[src/rtl/gle_pkg.sv]
// Shared types, constants and helpers of the GIF LZW encoder.
package gle_pkg;

    localparam int HASH_SLOTS_DEF = 8192;
    localparam logic [12:0] LZW_LIMIT = 13'hfff;
    localparam logic [8:0] SMALL_CLEAR = 9'h4;
    localparam logic [15:0] HASH_MULT = 16'd40503;
    localparam logic [3:0] DEPTH_RESET = 4'd8;

    typedef struct packed {
        logic [7:0] pixel;
        logic       last_pixel;
    } t_in_word;

    typedef struct packed {
        logic [7:0] out_byte;
        logic       last_byte;
    } t_out_word;

    typedef struct packed {
        logic        used;
        logic [11:0] pre;
        logic [7:0]  pix;
        logic [11:0] code;
    } t_entry;

    typedef enum logic [3:0] {
        S_INIT, S_IDLE, S_START, S_LOOK, S_READ, S_CMP, S_EMIT,
        S_CLRC, S_WIPE, S_TAIL, S_FIN1, S_FIN2, S_FIN3
    } t_state;

    typedef enum logic [1:0] {
        PUT_CLEAR, PUT_PREFIX, PUT_EOI
    } t_put_sel;

    typedef struct packed {
        logic     accept;
        logic     put;
        t_put_sel put_sel;
        logic     start_set;
        logic     set_first;
        logic     hash;
        logic     probe;
        logic     insert;
        logic     found;
        logic     bump;
        logic     dict_reset;
        logic     pix_prefix;
        logic     wipe;
        logic     restart;
    } t_cmd;

    typedef struct packed {
        logic busy;
        logic started;
        logic pvalid;
        logic hit;
        logic empty;
        logic wipe_last;
        logic at_limit;
        logic last;
    } t_sts;

    function automatic logic [3:0] eff_depth(input logic [3:0] d);
        if (d < 4'd2) begin
            return 4'd2;
        end else if (d > 4'd8) begin
            return 4'd8;
        end
        return d;
    endfunction

    function automatic logic [8:0] clear_code(input logic [3:0] d);
        logic [3:0] e;
        e = eff_depth(d);
        if (e == 4'd2) begin
            return SMALL_CLEAR;
        end
        return 9'd1 << e;
    endfunction

endpackage

[src/rtl/gle_ctrl.sv]
// Sequencing state machine of the GIF LZW encoder.
module gle_ctrl
    import gle_pkg::*;
(
    input  logic   i_clk,
    input  logic   i_rst_n,
    input  logic   i_in_valid,
    input  logic   i_cfg_we,
    input  t_sts   i_sts,
    output logic   o_in_ready,
    output t_cmd   o_cmd
);

    t_state r_state;
    t_state n_state;

    always_ff @(posedge i_clk) begin
        if (!i_rst_n) begin
            r_state <= S_INIT;
        end else begin
            r_state <= n_state;
        end
    end

    always_comb begin
        n_state = r_state;
        case (r_state)
            S_INIT:  if (i_sts.wipe_last) n_state = S_IDLE;
            S_IDLE:  if (i_in_valid) n_state = S_START;
            S_START: if (i_sts.started || !i_sts.busy) n_state = S_LOOK;
            S_LOOK:  n_state = i_sts.pvalid ? S_READ : S_TAIL;
            S_READ:  n_state = S_CMP;
            S_CMP: begin
                if (i_sts.hit) begin
                    n_state = S_TAIL;
                end else if (i_sts.empty) begin
                    n_state = S_EMIT;
                end else begin
                    n_state = S_READ;
                end
            end
            S_EMIT:  if (!i_sts.busy) n_state = i_sts.at_limit ? S_CLRC : S_TAIL;
            S_CLRC:  if (!i_sts.busy) n_state = S_WIPE;
            S_WIPE:  if (i_sts.wipe_last) n_state = S_TAIL;
            S_TAIL:  n_state = i_sts.last ? S_FIN1 : S_IDLE;
            S_FIN1:  if (!i_sts.busy) n_state = S_FIN2;
            S_FIN2:  if (!i_sts.busy) n_state = S_FIN3;
            S_FIN3:  if (!i_sts.busy) n_state = S_INIT;
            default: n_state = S_INIT;
        endcase
        if (i_cfg_we) begin
            n_state = S_INIT;
        end
    end

    always_comb begin
        o_cmd = '0;
        o_cmd.put_sel = PUT_CLEAR;
        o_in_ready = 1'b0;
        case (r_state)
            S_INIT: begin
                o_cmd.wipe = 1'b1;
                o_cmd.restart = i_sts.wipe_last;
            end
            S_IDLE: begin
                o_in_ready = 1'b1;
                o_cmd.accept = i_in_valid;
            end
            S_START: begin
                if (!i_sts.started && !i_sts.busy) begin
                    o_cmd.put = 1'b1;
                    o_cmd.start_set = 1'b1;
                end
            end
            S_LOOK: begin
                o_cmd.set_first = !i_sts.pvalid;
                o_cmd.hash = i_sts.pvalid;
            end
            S_READ: ;
            S_CMP: begin
                o_cmd.found = i_sts.hit;
                o_cmd.insert = !i_sts.hit && i_sts.empty;
                o_cmd.probe = !i_sts.hit && !i_sts.empty;
            end
            S_EMIT: begin
                if (!i_sts.busy) begin
                    o_cmd.put = 1'b1;
                    o_cmd.put_sel = PUT_PREFIX;
                    o_cmd.bump = 1'b1;
                    o_cmd.pix_prefix = !i_sts.at_limit;
                end
            end
            S_CLRC: begin
                if (!i_sts.busy) begin
                    o_cmd.put = 1'b1;
                    o_cmd.dict_reset = 1'b1;
                    o_cmd.pix_prefix = 1'b1;
                end
            end
            S_WIPE: o_cmd.wipe = 1'b1;
            S_TAIL: ;
            S_FIN1: begin
                o_cmd.put = !i_sts.busy;
                o_cmd.put_sel = PUT_PREFIX;
            end
            S_FIN2: begin
                o_cmd.put = !i_sts.busy;
                o_cmd.put_sel = PUT_EOI;
            end
            S_FIN3: ;
            default: ;
        endcase
    end

endmodule

[config.mk]
export PLATFORM = sky130hd
export DESIGN_NAME = gle_ctrl
export DESIGN_NICKNAME = d
export VERILOG_FILES = /design/src/rtl/gle_pkg.sv /design/src/rtl/gle_ctrl.sv
export SDC_FILE = /design/constraint.sdc
export NUM_CORES = 1
export LEC_CHECK = 0
export ABC_AREA = 0
export BUFFER_PORTS_ARGS = -buffer_cell sky130_fd_sc_hd__buf_2
export CORE_AREA = 2 2 39 41
export CTS_BUF_LIST = sky130_fd_sc_hd__clkbuf_4
export DETAILED_ROUTE_END_ITERATION = 6
export DIE_AREA = 0 0 41 43
export PLACE_DENSITY = 0.71
export SLEW_MARGIN = 20
export SYNTH_ARGS = -nofsm -noshare
export SYNTH_HDL_FRONTEND = slang
export SYNTH_SLANG_ARGS = --single-unit
[constraint.sdc]
create_clock -name i_clk -period 3.55 [get_ports i_clk]
set_input_delay 1.065 -clock i_clk [delete_from_list [all_inputs] [get_ports i_clk]]
set_output_delay 1.065 -clock i_clk [all_outputs]
set_load 0.01 [all_outputs]
# Yosys cells after proc, flatten, opt, wreduce, memory -nomap -nowiden
# Cells that the tools add are included.
# totals
reg_bits	4
input_bits	12
out_inout_bits	16
# op_classes
n_eq_ne	21
mux	32
bitwise_logic	1
n_reduce_logical	15
# op_table
op	count
2-to-1 mux 4 bit	13
case mux 4 bit (13 select lines)	1
equality test 4 bit, second input constant	5
inequality test 2 bit, second input constant	9
equality test 4 x 3 -> 1 bit, second input constant	4
2-to-1 mux 1 bit	10
AND reduction 9 bit	1
equality test 4 x 2 -> 1 bit, second input constant	2
logical NOT 1 bit	6
2-to-1 mux 2 bit	3
2-to-1 mux 3 bit	2
case mux 2 bit (3 select lines)	1
OR reduction 2 bit	3
equality test 4 x 1 -> 1 bit, second input constant	1
logical NOT 4 bit	1
case mux 1 bit (4 select lines)	1
logical AND 1 bit	3
case mux 1 bit (2 select lines)	1
logical OR 1 bit	1
NOT 1 bit	1

# Depth between registers and ports, before layout
# logic_depth
depth_word	4
ltp_mapped	5
depth_no_buf	4

# Least setup slack after synthesis
# OpenSTA, ideal clock, no wires.
# synth_path
path_type	input to output
startpoint	in i_sts[6] (netlist bit)
endpoint	out o_cmd[13] (netlist bit)
t_arrival_ns	1.849
t_required_ns	2.485
setup_slack_ns	0.636
stages	3
path_cell_list	o21bai_1 -> nor2_1 -> a2111oi_0
# synth_lines
item	line	text
start, declared	gle_ctrl.sv:9	input t_sts i_sts,
end, declared	gle_ctrl.sv:11	output t_cmd o_cmd

==> summary.md <==
| Metric | Value |
|---|---|
| Tot GR Track Use | 18.6% |
| Layout cell share with drive strength beyond 1 | 30.2% |
| R2r setup slk | 1.88 ns |
| Crit-path slowest cell | a2111oi_0 |
| Synth area leader | dfxtp_1 |
| Vias in the first global route | 544 |
| Crit-path max FO | 2 |
| Via count | 659 |
| Top reg by flops | r_state |
| Total CTS buffers | 3 |
| RR Startpoint | r_state[3]$_SDFFE_PP0P_ |
| Worst Skew | 0.00377 ns |
| Placement Cell Area | 659 µm² |
| Die height | 43 µm |
| Final hold vios | 0 |
| Largest registers | r_state: 4 flops |
| Starting DRT DRC Count | 10 |
| Antenna violations before repair | 0 |
| Detailed-route DRC error count | 0 |
| YS warnings | 0 |
| RSZ-0062 raised after global routing | false |
| Yosys reg bits | 4 |
| Worst R2R End | r_state[3]$_SDFFE_PP0P_ |
| # nets final | 120 |
| Yosys cell types | 32 |
| Worst-Skew Late Latency | 0.23 ns |
| CTS tree | yes |
| Site Rows | 14 |
| Yosys top cell area share | 15.1% |
| Worst path arrival time | 1.86 ns |
| First-pass GRT wire length | 2280 µm |
| RePlAce Congestion | 0.871 |
| Post-route minimum period | 2.92 ns |
| Net Count, Synth | 93 |
| Slew @ Worst Pin | 0.505 ns |
| Max_slew headroom | 66.3% |
| HPWL after DPL | 1070 µm |
| Buf+Inv Stages, Crit Path | 2 |
| Final Cycle Share | 82.4% |
| Die Area | 0.00176 mm² |
| Clk buf depth | 2 |
| Ys async rst share | 0% |
| CTS Hold Buffers Added | 0 |
| Nature of the critical path endpoint | primary output |
| Worst reg2reg path depth | 4 |
| DR pass1 iterations | 4 |
| Mean Syn Cell Area | 6.53 µm² |
| PD cells | 205 mW/mm² |
| Max cap viols | 0 |
| Port bufs | 27 |
| Via density | 5.40 |
| Crit-path cells | buf_2, o21bai_1, nor2_1, a2111oi_0, buf_2 |
| Final setup vio count | 0 |
| Post-synthesis sequential area ratio | 15.1% |
| Worst Setup Path Type | in -> out |
| Slew Viols, Final | 0 |
| H-tree depth | 1 |
| Io pins | 28 |
| HP Class | reg -> reg |
| Cell Area, Synth | 529 µm² |
| CP dominant cell by count | buf_2 |
| Post-CTS Setup Inserts | 0 |
| Post-synth top cells | nor2_1 (9), inv_1 (7), a21oi_1 (5), nand2b_1 (5), nor3_1 (5) |
| Die width | 41 µm |
| Design Area, Final | 682 µm² |
| Critical path origin | i_sts[6] |
| CTS resizes | 0 |
| Remaining global-route overflow | 0 |
| Max Clk Rate | 0.342 GHz |
| Total core area | 0.00138 mm² |
| Max reg flops | 4 |
| Worst setup SP type | input port |
| Clock tree sinks | 4 |
| Largest net degree at the start of global routing | 19 |
| Cells after Synth | 81 |
| VDD IR max | 0.284 mV |
| Main synth FF type | dfxtp_1 |
| Max stage delay on crit path | 0.27 ns |
| Routed wire length | 1420 µm |
| Reg clk slew, reported paths | 0.04 ns |
| Post-synth EDFFs | 0 |
| Worst EP required | 2.48 ns |
| Count leader, synth | nor2_1 |
| Status | completed |
| Antenna Cells | 0 |
| Initial Util | 38.2% |
| Routed length per instance | 11.6 µm |
| Setup TNS | 0 ns |
| P&R area growth vs syn | 28.8% |
| Crit path depth | 5 |
| Final ANT Viol Nets | 0 |
| Top cells by area, synth | dfxtp_1 (15%), nor2_1 (6.4%), nand2b_1 (5.9%), o31ai_1 (5.7%), inv_1 (5.0%) |
| CTS root buffer | clkbuf_4 |
| Worst Setup EP | o_cmd[13] |
| Delay-heaviest family, CP | compound AO/OA/AOI/OAI gates |
| Leak pwr | 0.000339 µW |
## kinds of logic after synthesis
| kind of cell | count (synthesis) | synth area share (%) |
|---|---|---|
| AO/OA/AOI/OAI | 23 | 29.3 |
| multiplexers | 1 | 1.89 |
| buffers and inverters | 13 | 11.1 |
| AND/OR/NAND/NOR | 40 | 42.6 |
| flip-flops | 4 | 15.1 |
## metrics by stage
step           power (µW)  instances  setup WS, ns  utilization, %  hold slack, ns
6_report              140        122         0.626            49.3           0.666
5_1_grt               154        122         0.522            49.3           0.729
4_1_cts               142        122         0.626            49.3           0.667
3_5_place_dp         84.9        119         0.626            47.6           0.660
3_3_place_gp         83.8        119         0.665            47.6           0.662
2_1_floorplan        70.7         81         0.636               -           0.651
## layout make-up
type,count,area (µm²)
clock buffers,3,22.5
repair buffers,28,143
fillers,154,702
flip-flops and latches,4,80.1
multi-input cells,64,390
inverters,7,26.3
well taps,16,20.0
## worst register-to-register path: cells and delay by family, from the launching register on
kind	cells	cell delay, ns
AOI/OAI and AO/OA	3	0.81
DFF	1	0.60
buffers and inverters	1	0.17
## power by group
part	total, µW	switching [µW]	internal [µW]	leakage [µW]
sequential	50.5	4.19	46.3	0.0000324
combinational	33.7	17.9	15.8	0.000293
clock	55.6	17.8	37.7	0.0000138
total	140	39.9	99.9	0.000339
## metal layers
| metal | part of all wire, % | wire length [µm] | up-vias | global-route usage (%) |
|---|---|---|---|---|
| li1 | - | - | 342 | - |
| met1 | 44 | 629 | 293 | 23.3 |
| met2 | 49 | 689 | 24 | 29.7 |
| met3 | 6.9 | 98 | 0 | 7.85 |
| met4 | 0 | 0 | 0 | 2.00 |
| met5 | 0 | 0 | - | 0 |
## cell usage in the layout, fill, tap and decap left out
master      n
clkbuf_4    3
o211ai_1    2
nand4_1     2
or2_2       1
a21o_1      2
and3b_1     1
a21oi_1     5
o21ai_0     3
inv_1       7
a211oi_1    1
nor4_1      3
dfxtp_1     4
nand2_1     3
nor2_1      9
nor2b_1     4
buf_2      27
buf_4       1
o21bai_1    1
o21ai_1     1
o21a_1      1
o31a_1      1
and3_1      1
nor4b_1     1
a2111oi_0   1
mux2i_1     1
nand2b_1    5
nor3_1      5
o31ai_1     4
and2_1      1
nor3b_1     3
and4_1      1
o211a_1     1
## how the worst min path moves through the flow
stage / from / endpoint / slack (ns) / depth (start not counted)
final: r_state[2]$_SDFFE_PP0P_ / r_state[2]$_SDFFE_PP0P_ / 0.67 / 3
after global routing: r_state[2]$_SDFFE_PP0P_ / r_state[2]$_SDFFE_PP0P_ / 0.73 / 3
after CTS: r_state[2]$_SDFFE_PP0P_ / r_state[2]$_SDFFE_PP0P_ / 0.67 / 3
after detailed placement: r_state[2]$_SDFFE_PP0P_ / r_state[2]$_SDFFE_PP0P_ / 0.66 / 3
after global placement: r_state[0]$_SDFFE_PP0P_ / r_state[0]$_SDFFE_PP0P_ / 0.66 / 2
after floorplan: r_state[0]$_SDFFE_PP0P_ / r_state[0]$_SDFFE_PP0P_ / 0.65 / 3
Power figures use the tool's default switching activity.
